`config.mk`:
```
export PLATFORM = sky130hd
export DESIGN_NAME = s2d9m_queue
export DESIGN_NICKNAME = d
export VERILOG_FILES = /design/src/sv/s2d9m_queue.sv
export SDC_FILE = /design/constraint.sdc
export NUM_CORES = 1
export LEC_CHECK = 0
export ABC_AREA = 1
export ABC_CLOCK_PERIOD_IN_PS = 2000
export BUFFER_PORTS_ARGS = -buffer_cell sky130_fd_sc_hd__buf_2
export CORE_MARGIN = 5
export CORE_UTILIZATION = 55
export CTS_BUF_LIST = sky130_fd_sc_hd__clkbuf_8 sky130_fd_sc_hd__clkbuf_16
export DETAILED_ROUTE_END_ITERATION = 12
export PLACE_DENSITY = 0.83
export SYNTH_ARGS = -nofsm -noshare
export SYNTH_HDL_FRONTEND = slang
export SYNTH_SLANG_ARGS = --single-unit
```
`constraint.sdc`:
```
create_clock -name clk -period 2 [get_ports clk]
set_clock_uncertainty 0.2 [all_clocks]
set_input_delay 0.4 -clock clk [delete_from_list [all_inputs] [get_ports clk]]
set_output_delay 0.4 -clock clk [all_outputs]
set_load 0.1 [all_outputs]
```
`src/sv/s2d9m_queue.sv`:
```
// ----------------------------------------------------------------------------
// s2d9m_queue
// Small register queue with occupancy count, used between and after the parts.
// ----------------------------------------------------------------------------
module s2d9m_queue #(
  parameter int WIDTH = 8,
  parameter int DEPTH = 4
) (
  input  logic                       clk,
  input  logic                       rst,
  input  logic                       push,
  input  logic [WIDTH-1:0]           push_data,
  input  logic                       pop,
  output logic [WIDTH-1:0]           pop_data,
  output logic                       empty,
  output logic [$clog2(DEPTH+1)-1:0] count
);

  localparam int PW = (DEPTH > 1) ? $clog2(DEPTH) : 1;
  localparam int CW = $clog2(DEPTH + 1);

  logic [WIDTH-1:0] slot [DEPTH];
  logic [PW-1:0]    wr_ptr;
  logic [PW-1:0]    rd_ptr;
  logic             do_pop;

  assign empty    = (count == '0);
  assign do_pop   = pop && !empty;
  assign pop_data = slot[rd_ptr];

  always_ff @(posedge clk) begin
    if (push) begin
      slot[wr_ptr] <= push_data;
    end
  end

  always_ff @(posedge clk) begin
    if (rst) begin
      wr_ptr <= '0;
      rd_ptr <= '0;
      count  <= '0;
    end else begin
      if (push) begin
        wr_ptr <= (wr_ptr == PW'(DEPTH - 1)) ? '0 : wr_ptr + 1'b1;
      end
      if (do_pop) begin
        rd_ptr <= (rd_ptr == PW'(DEPTH - 1)) ? '0 : rd_ptr + 1'b1;
      end
      case ({push, do_pop})
        2'b10:   count <= count + 1'b1;
        2'b01:   count <= count - 1'b1;
        default: count <= count;
      endcase
    end
  end

  // upstream credit logic must never push into a full queue
  a_no_overflow: assert property (@(posedge clk) disable iff (rst)
    push |-> (count != CW'(DEPTH)))
    else $error("queue pushed while full");

endmodule

```
; ---- Word level (Yosys, flattened, before mapping)
; Memory sizes are Yosys's and may differ from the RTL's. A register that Yosys moved wholly into a read port is not among the register bits.
; Cells that the tools add are included.
[word_totals]
reg_bits = 7
mem_bits_rw = 32
out_inout_bits = 12
elab_cells = 23
n_memories = 1
[classes]
add_sub_neg = 4
eq_ne = 4
mux = 7
reduce_logical = 4
[mem_list]
columns = memory, depth, width, rd, rd_clocked_by_memory_dff, wr, line
row1 = slot, 4, 8, 1, 1, 1, 22  ; logic [WIDTH-1:0] slot [DEPTH];
[op_table]
columns = op, count
row1 = $mux 2, 4
row2 = $eq 2x2->1 const B, 3
row3 = $pmux 3 s2, 1
row4 = $add 2x1->2 const B, 2
row5 = $add 3x1->3 const B, 1
row6 = $logic_not 3->1, 1
row7 = $sub 3x1->3 const B, 1
row8 = $eq 2x1->1 const B, 1
row9 = $mux 1, 2
row10 = $reduce_bool 2->1, 1
row11 = $logic_and 1x1->1, 1
row12 = $logic_not 1->1, 1

; ---- Longest topological paths before layout
[logic_depth]
depth_word = 5
ltp_mapped = 13
depth_no_buf = 13

; ---- Worst setup path after synthesis
; OpenSTA, ideal clock, no wires.
[synth_timing]
path_type = register to register
startpoint = register count[0]
endpoint = register count[2]
setup_ns = 0.110
arrival_ns = 2.877
t_required_ns = 1.690
slack_ns = -1.187
path_stages_with_launch = 12
path_buffers = 0
cell_sequence = dfxtp_1 inv_1 nand3_1 inv_1 nor2_1 ha_1 inv_1 fa_1 nand2_1 nand4_1 nand2_1 nor2_1
[synth_via]
elab_chain_cells = 5
word_cells_on_any_way = 9
cone_classes = add/sub: 2 / eq/ne: 2 / mux: 1 / reduce/logical: 4
[synth_rtl]
columns = element, line
row1 = start: declaration, 16  ; output logic [$clog2(DEPTH+1)-1:0] count
row2 = start signal: assignment, 50  ; 2'b10: count <= count + 1'b1;
row3 = start signal: assignment, 51  ; 2'b01: count <= count - 1'b1;
row4 = start signal: assignment, 52  ; default: count <= count;
row5 = $logic_not 3->1 (*), 27  ; assign empty = (count == '0);
row6 = net empty, 15  ; output logic empty,
row7 = $logic_not 1->1 (*), 28  ; assign do_pop = pop && !empty;
row8 = $logic_and 1x1->1 (*), 28
row9 = $eq 2x1->1 or $eq 2x2->1 (tied branches), 49  ; case ({push, do_pop})
row10 = $pmux 3 s2 or $reduce_bool 2->1 (tied branches), -
; Mark *: on every way through the listed nets, which the timed path passes. The rest lies on a longest branch.
; A chain may end at the register's enable or synchronous reset.

; ---- Worst setup path in the final report
[layout_timing]
startpoint = register count[0]
endpoint = output port empty
[layout_via]
elab_chain_cells = 1
[layout_rtl]
columns = element, line
row1 = $logic_not 3->1, 27
row2 = end: declaration, 15
; Every way passes these cells.

==> impl_metrics.toml <==
[run_status]
status = "finished clean"

[global_route]
grt_use_met1_pct = 20.4
grt_first_pass_wirelength_um = 5700
busiest_layer = "met2"
gr-usage-met3_pct = 5.13
grt_max_degree = 17
grt_usage_pct = 18.1
met2_usage_pct = 32.6
antenna_found_initial = 0
grt_pass1_vias = 1215
gr-total-overflow = 0

[min_path]
holdPathEnd = "wr_ptr[0]$_SDFFE_PP0P_"
hold-path-cell-count = 2
hp-class = "input pin to register"
hp-start = "rst"

[finish]
final_common_cell = "edfxtp_1"
syn_to_final_growth_pct = 31.1
register_area_um2 = 1150
layout-drive-gt1-share_pct = 36.0
nFillCells = 196
layout.nets = 190
multi_input_area_um2 = 573
num_antenna_cells = 0
fin_area_um2 = 2200
most-common-layout-cells = "edfxtp_1, nor2_1, buf_2"

[clock_tree]
cts_inserted_buffers = 5
cts-root-buf = "clkbuf_8"
clock-sinks = 41
clockBufferDepth = 2
clock_latency_ps = 280
path_clk_slew_ps = 70
cts_tree = "yes"
cts_hold_buf = 0
htree_num_levels = 2

[setup_path]
timing.rr.start = "count[1]$_SDFFE_PP0P_"
cp_max_fo = 5
cp.required_ps = 1400
r2r_slack_ps = 90
path_cells = "inv_4 -> nand3_4 -> clkinvlp_4 -> buf_2"
crit_path_start_kind = "register"
cp_slowest_cell = "buf_2"
slowest_delay_ps = 420
crit_arrival_ps = 1350
path_class = "register to output port"
reg2reg_depth = 13
timing.rr.end = "count[2]$_SDFFE_PP0P_"
setup.worst_path.end_class = "output port"

[logic_synthesis]
synth_cell_types = 19
synth_seq_cells = 41
synth_nets = 160
yosysSeqAreaShare_pct = 68.1
synth_area_per_cell_um2 = 11.9
yosys_warnings = 0
netlist_instances = 141
syn_area_um2 = 1680

[floorplan]
dieArea_um2 = 4250
die_y_um = 65.2
io_pins = 24
num_rows = 20
die_w_um = 65.2
start_util_pct = 56.3
core_region_area_um2 = 2980

[timing]
fin_ws_ps = 53.9
finalMaxSlewViolations = 0
rsz0062_at_grt = "true"
max-slew-margin-rel_pct = 67.5
clock.fmax_mhz = 514
fin_crit_sh_pct = 97.3
hold_viol = 0
period_minus_slack_ps = 1950
final-setup-viol-count = 0
setup-tns-final_ps = 0
worstMarginPinSlew_ps = 491

[power_and_ir_drop]
pwr-share-comb_pct = 52.1
peakVddDrop_uv = 902
leakagePower_uw = 0.000861
power_frac_clock_pct = 15.3
powerDensity_nw_per_um2 = 1490
p_sw_uw = 1510
p_int_uw = 1770
power_frac_seq_pct = 32.6
swShare_pct = 46.0

[placed_design]
dpl.hpwl_um = 2420
gp_congestion = 0.761
io_buffers = 23
place_area_um2 = 2090
dp_slack_ps = 96.2

[routing]
drtIter0Drc = 47
drt.antenna.violating_nets = 0
vias = 1121
drcViolationCount = 0
wl_per_cell_um = 16.4
viasPerCell = 5.47
first_pass_iters = 4
drt-total-wl_um = 3370

[job]
maxCapViolCount = 0
[flip-flops by register name, indices dropped and copies added (netlist names), named ones only]
signal,cells
slot,32
count,3
rd_ptr,2
wr_ptr,2
[worst max-delay path by stage]
stage                                startpoint                    end  slack, ps  depth (start not counted)
after global routing      count[1]$_SDFFE_PP0P_  count[2]$_SDFFE_PP0P_        -40                         13
after detailed placement  count[1]$_SDFFE_PP0P_  count[2]$_SDFFE_PP0P_        100                         13
after floorplan           count[1]$_SDFFE_PP0P_  count[2]$_SDFFE_PP0P_       -520                         13
after CTS                              register            pop_data[4]         10                          4
after global placement                 register            pop_data[1]        160                          4
final                     count[0]$_SDFFE_PP0P_                  empty         50                          4
[metal layers]
layer | wire, um | vias up
li1 | - | 550
met1 | 1300 | 543
met2 | 1870 | 23
met3 | 164 | 5
met4 | 34 | 0
met5 | 0 | -
[power by group through the flow]
stage	logic [uW]	clock network [uW]	registers, uW
2_1_floorplan	1100	0	1200
3_3_place_gp	1640	0	1070
3_5_place_dp	1690	0	1080
4_1_cts	1710	505	1070
5_1_grt	1790	547	1080
6_report	1710	502	1070
[kinds of logic after synthesis]
logic type      count (synthesis)  share of synthesized area, %
flops                          41                          68.1
simple gates                   38                          9.49
compound gates                 33                          10.9
buf+inv                        22                          5.83
fa+ha+maj                       7                          5.68
[metrics by stage]
| step | total power [uW] | utilization, % | hold slack (ps) | instances |
|---|---|---|---|---|
| 6_report | 3280 | 73.7 | 75.6 | 205 |
| 5_1_grt | 3420 | 73.7 | 81.8 | 205 |
| 4_1_cts | 3280 | 73.2 | 71.5 | 205 |
| 3_5_place_dp | 2760 | 70.3 | 317 | 197 |
| 3_3_place_gp | 2720 | 70.3 | 310 | 197 |
| 2_1_floorplan | 2300 | - | 272 | 141 |
[cells in the mapped netlist, drive strengths merged]
cell type  instances  share of area [%]
or2                1               0.37
o22ai              8                3.0
nand3              4                1.2
nor2              21                5.0
nor3               1               0.30
fa                 1                1.2
o21ai             19                6.1
nand4              1               0.37
dfxtp              9                 11
inv               20                4.5
nand2             10                2.2
a21oi              6                1.8
edfxtp            32                 57
buf                2                1.3
ha                 6                4.5
[worst max-delay path: cells and delay by family (launching register included)]
family                 cells  cell delay [ps]
and+or+nand+nor            1              110
DFF                        1              350
buffers and inverters      3              590
[cell type report]
type / instances / area share [%]
Clock inverter: 3 / 0.570
Tap cell: 33 / 1.88
Inverter: 20 / 4.16
Sequential cell: 41 / 52.6
Multi-Input combinational cell: 78 / 26.1
Clock buffer: 5 / 3.13
Timing Repair Buffer: 25 / 11.6
[timing repair]
item                                   4_1_cts  5_1_grt
endpoints found under the hold margin        0        0
buffers inserted                             0        0
setup endpoints to repair                    8        8
pin swaps                                    0        2
resized for setup                           14        7
Note: power is estimated with default switching activity, not from simulation.
