`src/sv/s2d9m_pkg.sv`:
```
// ----------------------------------------------------------------------------
// s2d9m_pkg
// Shared types, constants and helpers for the 3x3 box mean block.
// ----------------------------------------------------------------------------
package s2d9m_pkg;

  // widths of the fixed fields
  localparam int SAMPLE_W = 32;
  localparam int IDX_W    = 10;
  localparam int ROWS_W   = 11;
  localparam int STEP_W   = 4;
  localparam int CFG_W    = 11;

  // frame dimension arithmetic, wide enough for 4096 plus a step
  localparam int DIM_W = 13;

  // column sum of three samples, window sum of nine
  localparam int COLSUM_W = SAMPLE_W + 2;
  localparam int SUM_W    = SAMPLE_W + 4;
  localparam int MAG_W    = SUM_W - 1;

  // divide by 9: q = ((mag + 4) * RECIP9) >> RECIP_SHIFT, exact for mag < 2^35
  localparam int            RECIP_SHIFT = 38;
  localparam logic [34:0]   RECIP9      = 35'd30541989661;
  localparam int            LO_W        = 17;
  localparam int            HI_W        = MAG_W - LO_W;
  localparam logic [HI_W-1:0] RECIP9_HI = RECIP9[34:17];
  localparam logic [LO_W-1:0] RECIP9_LO = RECIP9[16:0];
  localparam int            PROD_W      = 2 * MAG_W;
  localparam logic [SUM_W-1:0] ROUND_BIAS = SUM_W'(4);

  // step divisibility by modular inverse of the odd part
  localparam int          DIV_W = 16;
  localparam logic [15:0] INV3  = 16'hAAAB;
  localparam logic [15:0] LIM3  = 16'd21845;
  localparam logic [15:0] INV5  = 16'hCCCD;
  localparam logic [15:0] LIM5  = 16'd13107;
  localparam logic [15:0] INV7  = 16'h6DB7;
  localparam logic [15:0] LIM7  = 16'd9362;

  localparam logic [STEP_W-1:0] STEP_MIN = 4'd1;
  localparam logic [STEP_W-1:0] STEP_MAX = 4'd8;
  localparam logic [DIM_W-1:0]  DIM_MIN  = 13'd3;

  // depths of the queue between the parts and of the output queue
  localparam int MQ_DEPTH = 4;
  localparam int MQ_CW    = $clog2(MQ_DEPTH + 1);
  localparam int OQ_DEPTH = 8;
  localparam int OQ_CW    = $clog2(OQ_DEPTH + 1);

  typedef enum logic [1:0] {
    REG_GRID_ROWS = 2'd0,
    REG_GRID_COLS = 2'd1,
    REG_STEP_SIZE = 2'd2
  } cfg_reg_t;

  localparam logic [ROWS_W-1:0] GRID_ROWS_RST = 11'd1024;
  localparam logic [ROWS_W-1:0] GRID_COLS_RST = 11'd1024;
  localparam logic [STEP_W-1:0] STEP_SIZE_RST = 4'd1;

  typedef struct packed {
    logic [ROWS_W-1:0] grid_rows;
    logic [ROWS_W-1:0] grid_cols;
    logic [STEP_W-1:0] step_size;
  } cfg_t;

  typedef struct packed {
    logic [IDX_W-1:0] row;
    logic [IDX_W-1:0] col;
    logic             last;
  } res_tag_t;

  typedef struct packed {
    logic signed [SUM_W-1:0] total;
    res_tag_t                tag;
  } mid_item_t;

  typedef struct packed {
    logic signed [SAMPLE_W-1:0] mean;
    res_tag_t                   tag;
  } out_item_t;

  // true when step divides x, step already clamped to 1..8
  function automatic logic step_divides(input logic [DIV_W-1:0] x,
                                        input logic [STEP_W-1:0] step);
    logic [31:0] p3;
    logic [31:0] p5;
    logic [31:0] p7;
    logic [31:0] p6;
    logic        hit;
    p3 = 32'(x) * 32'(INV3);
    p5 = 32'(x) * 32'(INV5);
    p7 = 32'(x) * 32'(INV7);
    p6 = 32'({1'b0, x[DIV_W-1:1]}) * 32'(INV3);
    case (step)
      4'd1:    hit = 1'b1;
      4'd2:    hit = !x[0];
      4'd3:    hit = (p3[15:0] <= LIM3);
      4'd4:    hit = (x[1:0] == 2'b00);
      4'd5:    hit = (p5[15:0] <= LIM5);
      4'd6:    hit = !x[0] && (p6[15:0] <= LIM3);
      4'd7:    hit = (p7[15:0] <= LIM7);
      4'd8:    hit = (x[2:0] == 3'b000);
      default: hit = 1'b1;
    endcase
    return hit;
  endfunction

endpackage

```
`src/sv/s2d9m_back.sv`:
```
// ----------------------------------------------------------------------------
// s2d9m_back
// Rounded divide by nine of the window sum, four pipeline stages.
// ----------------------------------------------------------------------------
module s2d9m_back (
  input  logic                         clk,
  input  logic                         rst,
  input  logic                         mq_empty,
  input  s2d9m_pkg::mid_item_t         mq_item,
  output logic                         mq_pop,
  input  logic [s2d9m_pkg::OQ_CW-1:0]  oq_count,
  output logic                         oq_push,
  output s2d9m_pkg::out_item_t         oq_item
);

  localparam int TW   = s2d9m_pkg::SUM_W;
  localparam int MW   = s2d9m_pkg::MAG_W;
  localparam int LW   = s2d9m_pkg::LO_W;
  localparam int HW   = s2d9m_pkg::HI_W;
  localparam int PW   = s2d9m_pkg::PROD_W;
  localparam int SW   = s2d9m_pkg::SAMPLE_W;
  localparam int OU_W = s2d9m_pkg::OQ_CW + 1;

  logic [OU_W-1:0] credit_used;
  logic [TW-1:0]   sum_adj;

  logic                    b1_valid;
  logic                    b2_valid;
  logic                    b3_valid;
  logic                    b4_valid;
  logic [MW-1:0]           b1_x;
  logic                    b1_neg;
  logic                    b2_neg;
  logic                    b3_neg;
  s2d9m_pkg::res_tag_t     b1_tag;
  s2d9m_pkg::res_tag_t     b2_tag;
  s2d9m_pkg::res_tag_t     b3_tag;
  s2d9m_pkg::res_tag_t     b4_tag;
  logic [2*HW-1:0]         pp_hh;
  logic [HW+LW-1:0]        pp_hl;
  logic [HW+LW-1:0]        pp_lh;
  logic [2*LW-1:0]         pp_ll;
  logic [PW-1:0]           prod;
  logic [SW-1:0]           b3_q;
  logic [SW-1:0]           b4_mean;

  assign credit_used = OU_W'(oq_count) + OU_W'(b1_valid) + OU_W'(b2_valid) +
                       OU_W'(b3_valid) + OU_W'(b4_valid);
  assign mq_pop      = !mq_empty && (credit_used < OU_W'(s2d9m_pkg::OQ_DEPTH));

  // magnitude plus rounding bias; for negative sums -t + 4 = ~t + 5
  assign sum_adj = mq_item.total[TW-1] ?
                   (~mq_item.total + s2d9m_pkg::ROUND_BIAS + TW'(1)) :
                   (mq_item.total + s2d9m_pkg::ROUND_BIAS);

  assign prod = (PW'(pp_hh) << (2 * LW)) + (PW'(pp_hl) << LW) +
                (PW'(pp_lh) << LW) + PW'(pp_ll);

  always_ff @(posedge clk) begin
    if (rst) begin
      b1_valid <= 1'b0;
      b2_valid <= 1'b0;
      b3_valid <= 1'b0;
      b4_valid <= 1'b0;
    end else begin
      b1_valid <= mq_pop;
      b2_valid <= b1_valid;
      b3_valid <= b2_valid;
      b4_valid <= b3_valid;
    end
  end

  always_ff @(posedge clk) begin
    if (mq_pop) begin
      b1_x   <= sum_adj[MW-1:0];
      b1_neg <= mq_item.total[TW-1];
      b1_tag <= mq_item.tag;
    end
    if (b1_valid) begin
      pp_hh  <= b1_x[MW-1:LW] * s2d9m_pkg::RECIP9_HI;
      pp_hl  <= b1_x[MW-1:LW] * s2d9m_pkg::RECIP9_LO;
      pp_lh  <= b1_x[LW-1:0] * s2d9m_pkg::RECIP9_HI;
      pp_ll  <= b1_x[LW-1:0] * s2d9m_pkg::RECIP9_LO;
      b2_neg <= b1_neg;
      b2_tag <= b1_tag;
    end
    if (b2_valid) begin
      b3_q   <= prod[s2d9m_pkg::RECIP_SHIFT +: SW];
      b3_neg <= b2_neg;
      b3_tag <= b2_tag;
    end
    if (b3_valid) begin
      b4_mean <= b3_neg ? (~b3_q + SW'(1)) : b3_q;
      b4_tag  <= b3_tag;
    end
  end

  assign oq_push      = b4_valid;
  assign oq_item.mean = b4_mean;
  assign oq_item.tag  = b4_tag;

  // quotient bounds: at most 2^31 in magnitude, below it for non-negative sums
  a_q_bound: assert property (@(posedge clk) disable iff (rst)
    b3_valid |-> (b3_q <= 32'h8000_0000))
    else $error("mean quotient out of range");

  a_q_sign: assert property (@(posedge clk) disable iff (rst)
    (b3_valid && !b3_neg) |-> !b3_q[SW-1])
    else $error("non-negative sum gave negative mean");

endmodule

```
`config.mk`:
```
export PLATFORM = sky130hd
export DESIGN_NAME = s2d9m_back
export DESIGN_NICKNAME = d
export VERILOG_FILES = /design/src/sv/s2d9m_pkg.sv /design/src/sv/s2d9m_back.sv
export SDC_FILE = /design/constraint.sdc
export NUM_CORES = 1
export LEC_CHECK = 0
export ABC_AREA = 1
export BUFFER_PORTS_ARGS = -buffer_cell sky130_fd_sc_hd__buf_2
export CELL_PAD_IN_SITES_DETAIL_PLACEMENT = 0
export CELL_PAD_IN_SITES_GLOBAL_PLACEMENT = 1
export CORE_UTILIZATION = 30
export DETAILED_ROUTE_END_ITERATION = 7
export HOLD_SLACK_MARGIN = 0.1
export MAX_ROUTING_LAYER = met4
export PLACE_DENSITY_LB_ADDON = 0.05
export SETUP_SLACK_MARGIN = 0.02
export SLEW_MARGIN = 20
export SYNTH_ARGS = -nofsm -noshare
export SYNTH_HDL_FRONTEND = slang
export SYNTH_SLANG_ARGS = --single-unit
```
`constraint.sdc`:
```
create_clock -name clk -period 10.35 [get_ports clk]
set_input_delay 0.5175 -clock clk [delete_from_list [all_inputs] [get_ports clk]]
set_output_delay 0.5175 -clock clk [all_outputs]
set_load 0.02 [all_outputs]
```
[Word level (Yosys, flattened, before mapping)]
Cells that the tools add are included.
Word-level totals
  register bits: 324
  bits of input ports: 64
  output and inout bits: 55
  logic and storage cells: 48
Cells by class
  add/sub/neg operators: 11
  multipliers: 4
  $lt $le $gt $ge: 1
  mux-type cells: 2
  bitwise operators: 2
  reductions and logical operators: 2
Operator list (number)
  adder 70 x 52 -> 70 bit: 2
  adder 35 x 3 -> 35 bit, second input constant: 2
  adder 70 x 34 -> 70 bit: 1
  adder 35 x 1 -> 35 bit, second input constant: 1
  multiplier 18 x 17 -> 35 bit, second input constant: 1
  two-way mux 35 bit: 1
  NOT 35 bit: 1
  multiplier 17 x 17 -> 34 bit, second input constant: 1
  multiplier 18 x 15 -> 33 bit, second input constant: 1
  adder 32 x 1 -> 32 bit, second input constant: 1
  multiplier 17 x 15 -> 32 bit, second input constant: 1
  two-way mux 32 bit: 1
  NOT 32 bit: 1
  adder 5 x 1 -> 5 bit: 3
  adder 4 x 1 -> 5 bit: 1
  less-than comparator 5 x 4 -> 1 bit, second input constant: 1
  logical AND 1 bit: 1
  zero test 1 bit: 1

[Logic depth before layout (Yosys ltp)]
Gate-level depths: netlist of the first run.
  word-level depth: 6
  depth in mapped cells: 23
  gate-level depth less buffers: 23

[Least setup slack after synthesis of the first run]
No wires, ideal clock.
  kind: register to register
  start: register b2_valid
  end: register b1_neg, enable pin
  setup time: 0.562 ns
  arrival: 6.923 ns
  data required time: 9.788 ns
  setup slack: 2.865 ns
  stages on the path, launching flop included: 6
  buffers on the path: 0
  period minus slack after synthesis: 7.485 ns
  cell sequence: dfxtp_1 -> fa_1 -> ha_1 -> a21oi_1 -> o21ai_0 -> nor3_1
On the way
  word-level cells in the longest chain between the ends: 5
Ends and longest elaborated chain
  from (decl): line s2d9m_back.sv:28  | logic b2_valid;
  from (signal assigned): line s2d9m_back.sv:67  | b2_valid <= b1_valid;
  adder 5 x 1 -> 5 bit (2 in series): line s2d9m_back.sv:47  | assign credit_used = OU_W'(oq_count) + OU_W'(b1_valid) + OU_W'(b2_valid) +
  adder 5 x 1 -> 5 bit: line s2d9m_back.sv:48  | OU_W'(b3_valid) + OU_W'(b4_valid);
  less-than comparator 5 x 4 -> 1 bit: line s2d9m_back.sv:49  | assign mq_pop = !mq_empty && (credit_used < OU_W'(s2d9m_pkg::OQ_DEPTH));
  logical AND 1 bit: line s2d9m_back.sv:49
  via mq_pop: line s2d9m_back.sv:10  | output logic mq_pop,
  to (signal assigned): line s2d9m_back.sv:76  | b1_neg <= mq_item.total[TW-1];
  to (decl): line s2d9m_back.sv:32  | logic b1_neg;
The timed path passes the listed nets, and every way through them passes these cells.
A chain may end at the register's enable or synchronous reset.

[Worst setup path after layout of the first run]
  start: register b1_x[20]
  end: register pp_hl[29] (data pin)
On the way
  word-level cells in the longest chain between the ends: 1
Ends and longest elaborated chain
  from (decl): line s2d9m_back.sv:31  | logic [MW-1:0] b1_x;
  from (signal assigned): line s2d9m_back.sv:75  | b1_x <= sum_adj[MW-1:0];
  multiplier 18 x 17 -> 35 bit: line s2d9m_back.sv:81  | pp_hl <= b1_x[MW-1:LW] * s2d9m_pkg::RECIP9_LO;
  to (signal assigned): line s2d9m_back.sv:81
  to (decl): line s2d9m_back.sv:40  | logic [HW+LW-1:0] pp_hl;
Every way passes these cells.

==> qor.yml, run 1 <==
sta:
  slew_headroom_pct: 40.2
  hold_violations: 0
  final_max_slew_viol_count: 0
  clock_skew_ns: 0.0265
  rsz0062_at_grt: "no"
  worst_pin_slew_ns: 0.898
  fmax_ghz: 0.172
  finalSetupViolCount: 0
  fin_crit_ns: 5.82
  fin_setup_tns_ns: 0
  layout_worst_path_cycle_share_pct: 56.3
cells_and_area:
  syn_to_final_growth_pct: 12.9
  fin_cells: 5163
  drive_gt1_share_pct: 6.20
  fin_nets: 4435
  num_antenna_cells: 0
floorplan:
  io_pins: 119
  dieHeight_um: 321
  initial_core_util_pct: 30.4
  die_w_um: 321
  core_area_mm2: 0.100
  die_area_mm2: 0.103
  rows: 116
critical_path:
  cp.required_ns: 10.70
  cpMaxStageDelayCell: "fa_1"
  crit_path_max_incr_delay_ns: 0.63
  cp.arrival_ns: 6.17
  reg2reg_from: "b1_x[20]"
  cp_cell_sequence: "inv_1 > fa_1 > inv_1 > ha_1 > inv_1 > fa_1 > fa_1 > inv_1 > fa_1 > inv_1 > fa_1 > inv_1 > ha_1 > a21oi_1 > o21ai_0 > a21oi_1 > o21a_1 > nand2_1 > nand2_1 > nand2_1"
  startpoint_type: "register"
  crit_type: "reg -> reg"
  cp_max_fo: 4
  critPathLaunch: "b1_x[20]"
  worstSetupEndpointType: "register"
  path_buf_inv: 6
  crit_family: "adder cells"
  critPathMostFrequentCell: "inv_1"
routing:
  wire_per_inst_um: 20.2
  dr.pass1.iters: 6
  drtIter0Drc: 1326
  drt_wl_total_mm: 104
  viasPerCell: 4.59
  drtAntennaViolNets: 0
  drc: 0
  vias: 23700
synthesis:
  ys_types: 46
  yosys_register_bits: 306
  yosysSeqAreaShare_pct: 30.1
  synth-simple-area-share_pct: 20.1
  syn_area_mm2: 0.0304
  post-synth-top-count-cell: "nand2_1"
  avgSynthCellArea_um2: 8.46
  synth_area_leader_cell: "edfxtp_1"
  synth_top_family_by_area: "adder cells"
  synth_fp_nets: 4257
  syn-instance-count: 3599
  yosysWarnings: 0
  netlist.area_leader.share_pct: 29.8
  synth_area_leaders: "edfxtp_1 30%, fa_1 15%, ha_1 15%"
  synthXorXnorAreaFrac_pct: 4.06
  synthMuxAreaShare_pct: 0
  synth_commonest_cells: "829 x nand2_1, 703 x inv_1, 365 x ha_1, 302 x edfxtp_1, 288 x nor2_1"
  synth-edff-count: 302
  synth-compound-area-share_pct: 6.86
  synthAdderAreaFrac_pct: 30.1
  ys.flop_type: "edfxtp_1"
  synthArstFlopShare_pct: 0
placed_design:
  dp_hpwl_mm: 91.1
  place_congestion: 0.895
  place_inst: 5068
  io_buffer_count: 118
clock_tree:
  cts_made_buffers: 40
  cts_tree: "built"
  path_clk_slew_ns: 0.06
  cts.path.max_buffers: 3
  cts_resized: 0
  htreeDepth: 2
  cts_root_buf: "clkbuf_16"
  clock_sinks: 306
  clock_latency_ns: 0.60
min_path:
  min-delay-start: "mq_item[21]"
  hp-class: "in -> reg"
global_route:
  grt_max_degree: 63
  grt_overflow: 0
  antenna_found_initial: 0
  grt_usage_pct: 21.0
  first_global_vias: 24500
  grt_pass1_wl_mm: 155
run_status:
  status: "finished, final reports clean"
run:
  maxCapViolCount: 0
path summary, 6_finish.rpt:
| path | to | cells past startpoint | slack, ns |
|---|---|---|---|
| setup / recovery | pp_hl[29] | 20 | 4.53 |
| setup reg to reg | pp_hl[29] | 20 | 4.53 |
| hold reg to reg | b3_tag[6] | 0 | 0.42 |
| hold / removal | b1_x[0] | 1 | 0.15 |
layout by cell type (no fill, tap or decap), types with 29 or more instances in the layout:
| master | n |
|---|---|
| xor2_1 | 112 |
| inv_1 | 703 |
| fa_1 | 229 |
| nand2_1 | 829 |
| o21ai_0 | 96 |
| buf_2 | 118 |
| xnor2_1 | 29 |
| nand4_1 | 51 |
| clkbuf_16 | 40 |
| ha_1 | 365 |
| edfxtp_1 | 302 |
| nor3_1 | 54 |
| a21oi_1 | 183 |
| nor2_1 | 288 |
| nand3_1 | 180 |
state kept, by name (all words and copies together) (netlist names), 31 cells and up:
signal and flops:
pp_hh 32, pp_hl 35, pp_lh 31, b1_x 35, b3_q 32, b4_mean 32
repair_timing:
action | 4_1_cts | 5_1_grt
buffers inserted | 0 | 0
hold buffers | 24 | 0
endpoints found under the hold margin | 25 | 0
kinds of logic after synthesis:
group / count (synthesis)
adders and majority gates: 594
buffers and inverters: 722
and+or+nand+nor: 1458
xor gates and xnor gates: 141
DFF: 306
AOI/OAI and AO/OA: 378
per-stage QoR:
step / utilization [%] / setup slack (ns) / instance area [µm²] / hold WS [ns]
floorplan: - / 2.87 / 30400 / 0.400
global placement: 32.6 / 4.45 / 32700 / 0.400
detailed placement: 32.6 / 4.48 / 32700 / 0.405
CTS: 34.3 / 4.49 / 34400 / 0.115
global route: 34.3 / 4.15 / 34400 / 0.134
finish: 34.3 / 4.53 / 34400 / 0.150
metal layers:
layer	global-route usage [%]	share of wire (%)	vias up	wire length, µm
met5	-	0	-	0
met4	5.48	2.5	0	2560
met3	1.90	2.5	113	2580
met2	34.8	48	367	50300
met1	27.3	47	11300	48800
li1	-	-	12000	-
area by class of cell:
type	count	area (µm²)
Clock inverter	29	392
Fill cell	10800	65900
Tap cell	1357	1700
Clock buffer	42	1010
Timing Repair Buffer	150	891
Inverter	708	2660
Multi-Input combinational cell	2571	18600
Sequential cell	306	9160
worst reg2reg max path, delay by kind of cell, from the launching register on:
kind | cells | cell delay [ns]
AOI/OAI and AO/OA | 4 | 0.96
adders and majority gates | 7 | 3.46
buffers and inverters | 6 | 0.55
DFF | 1 | 0.45
and+or+nand+nor | 3 | 0.19
Power of run 1 is left out: the tool's default activity adds up to more than one toggle a clock period on the data nets, which glitch-free logic cannot reach.
==> run 2, diff against run 1 <==
Settings changed: ABC_AREA 1 to 0.
Clock period 10.35 ns to 5.9 ns, I/O delays scaled along.
==> run 2 against run 1 <==
Sequential share of layout area increased by 3.4 points; first-iteration DRC count decreased by 46%; synthesized cell count is 38% lower; non-clock buffer count grew 114; count of clock-buffer cells in the layout down 1; register-to-register slack worse by 4.3 ns; setup slack worse by 4.3 ns; critical path type unchanged; largest cell class unchanged.
==> qor.yml, run 2 <==
global_route:
  antenna_found_initial: 0
  grt-busiest-layer: "met2"
  grt_pass1_wl_mm: 105
  met2_usage_pct: 24.3
  grt_usage_pct: 16.2
  use_met3_pct: 2.18
  gr-usage-met1_pct: 23.6
  grt_max_degree: 67
  grt_overflow: 0
  first_global_vias: 17900
floorplan:
  initial_core_util_pct: 30.3
  core_area_mm2: 0.0851
  dieHeight_um: 295
  die_w_um: 295
  die_area_mm2: 0.0872
  rows: 107
  io_pins: 119
routing:
  drc: 0
  drtIter0Drc: 712
  wire_per_inst_um: 18.3
  drtAntennaViolNets: 0
  vias: 16800
  dr.pass1.iters: 5
  viasPerCell: 4.56
  drt_wl_total_mm: 67.6
sta:
  hold_violations: 0
  fin_crit_ns: 5.68
  finalSetupViolCount: 0
  fmax_ghz: 0.176
  final_max_slew_viol_count: 0
  rsz0062_at_grt: "yes"
  fin_setup_tns_ns: 0
  clock_skew_ns: 0.0278
  worst_pin_slew_ns: 0.912
  layout_worst_path_cycle_share_pct: 96.3
  slew_headroom_pct: 38.8
critical_path:
  cp_cell_sequence: "buf_4 > fa_1 > ha_2 > fa_1 > inv_1 > fa_1 > buf_4 > fa_1 > fa_1 > inv_1 > ha_1 > a21o_1 > a21o_1 > a21o_1 > a21oi_1 > o21ai_2 > a21oi_2 > o21ai_1 > a21oi_1 > xnor2_1"
  cpMaxStageDelayCell: "fa_1"
  worstSetupEndpointType: "register"
  critPathMostFrequentCell: "fa_1"
  startpoint_type: "register"
  cp.arrival_ns: 5.97
  cp_max_fo: 4
  cp.required_ns: 6.19
  crit_type: "reg -> reg"
  crit_path_max_incr_delay_ns: 0.55
cells_and_area:
  num_antenna_cells: 0
  drive_gt1_share_pct: 14.3
  fin_cells: 3684
  top_regs: "b1_x: 35 flops, pp_hl: 35 flops"
  fin_nets: 3170
  most-common-layout-cells: "380 x inv_1, 354 x ha_1, 302 x edfxtp_1"
  syn_to_final_growth_pct: 18.0
  final_common_cell: "inv_1"
run:
  maxCapViolCount: 0
clock_tree:
  cts_made_buffers: 39
  clock_latency_ns: 0.56
  clock_sinks: 306
  cts_tree: "built"
  path_clk_slew_ns: 0.06
  htreeDepth: 2
  cts_root_buf: "clkbuf_16"
  cts.path.max_buffers: 3
synthesis:
  synth_commonest_cells: "382 x inv_1, 365 x ha_1, 302 x edfxtp_1, 229 x fa_1, 142 x xnor2_1"
  yosysWarnings: 0
  yosysSeqAreaShare_pct: 35.4
  ys_types: 73
  avgSynthCellArea_um2: 11.5
  synth-edff-count: 302
  post-synth-top-count-cell: "inv_1"
  synth_area_leaders: "edfxtp_1 35%, fa_1 18%, ha_1 18%"
  yosys_register_bits: 306
  synth_fp_nets: 2901
  ys.flop_type: "edfxtp_1"
  syn_area_mm2: 0.0258
  netlist.area_leader.share_pct: 35.1
  synth_area_leader_cell: "edfxtp_1"
  synthArstFlopShare_pct: 0
  syn-instance-count: 2243
run_status:
  status: "finished, final reports clean"
placed_design:
  place_congestion: 0.877
  place_inst: 3559
  dp_hpwl_mm: 57.3
  io_buffer_count: 118
min_path:
  hp-class: "in -> reg"
==> run 2: changes by cell type after synthesis, moves of 62 or more <==
| cell | delta |
|---|---|
| nand2_1 | -750 |
| nand3_1 | -147 |
| inv_1 | -321 |
| a21oi_1 | -65 |
| nor2_1 | -204 |
| xnor2_1 | +113 |
| xor2_1 | -62 |
==> run 2: per-stage QoR <==
step	setup WS (ns)	hold slack, ns	util, %	area [µm²]
2_1_floorplan	0.279	0.367	-	25800
3_3_place_gp	0.0236	0.400	33.3	28400
3_5_place_dp	-0.0192	0.405	33.3	28400
4_1_cts	0.0282	0.101	35.3	30100
5_1_grt	-0.0121	0.122	35.8	30500
6_report	0.220	0.133	35.8	30500
==> run 2: cell families (layout without fill, tap and decap cells) <==
kind of cell	count (synthesis)	count (layout)	synth area share (%)
and+or+nand+nor	358	358	7.15
muxes	2	2	0.0776
buffers and inverters	418	715	6.08
xor gates and xnor gates	192	192	6.51
DFF	306	306	35.4
adders and majority gates	594	594	35.4
AOI/OAI and AO/OA	373	373	9.29
==> run 2: worst paths after layout <==
path	startpoint	to	slack, ns	cells after the start
max	b1_x[21]	pp_hh[35]	0.22	20
min	mq_item[44]	b1_x[23]	0.13	2
max reg2reg	b1_x[21]	pp_hh[35]	0.22	20
min reg2reg	b3_tag[10]	oq_item[10]	0.41	0
==> run 2: critical path: cells and delay by family (launching register included) <==
family          cells  cell delay (ns)
flops               1             0.48
fa+ha+maj           7             3.09
buf+inv             4             0.44
xor+xnor            1             0.08
compound gates      8             1.32
==> run 2: repair_timing <==
action,CTS,global route
hold buffers,41,0
pin swaps,0,17
gates resized for setup,2,69
hold endpoints to repair,42,0
cloned,0,0
endpoints found under the setup margin,3,46
setup buffers,0,15
==> run 2: metal layers <==
| metal | vias to the layer above | part of all wire, % |
|---|---|---|
| met4 | 0 | 1.0 |
| met1 | 8209 | 52 |
| met2 | 270 | 43 |
| met3 | 39 | 3.8 |
| met5 | - | 0 |
| li1 | 8298 | - |
==> run 2: area by class of cell <==
cell class / count / area, µm²
multi-input cells: 1519 / 15400
inverters: 382 / 1430
well taps: 1144 / 1430
fillers: 8633 / 54700
flip-flops and latches: 306 / 9160
clock inverters: 28 / 259
repair buffers: 264 / 1790
clock buffers: 41 / 983
Power of run 2 is left out for the same reason.
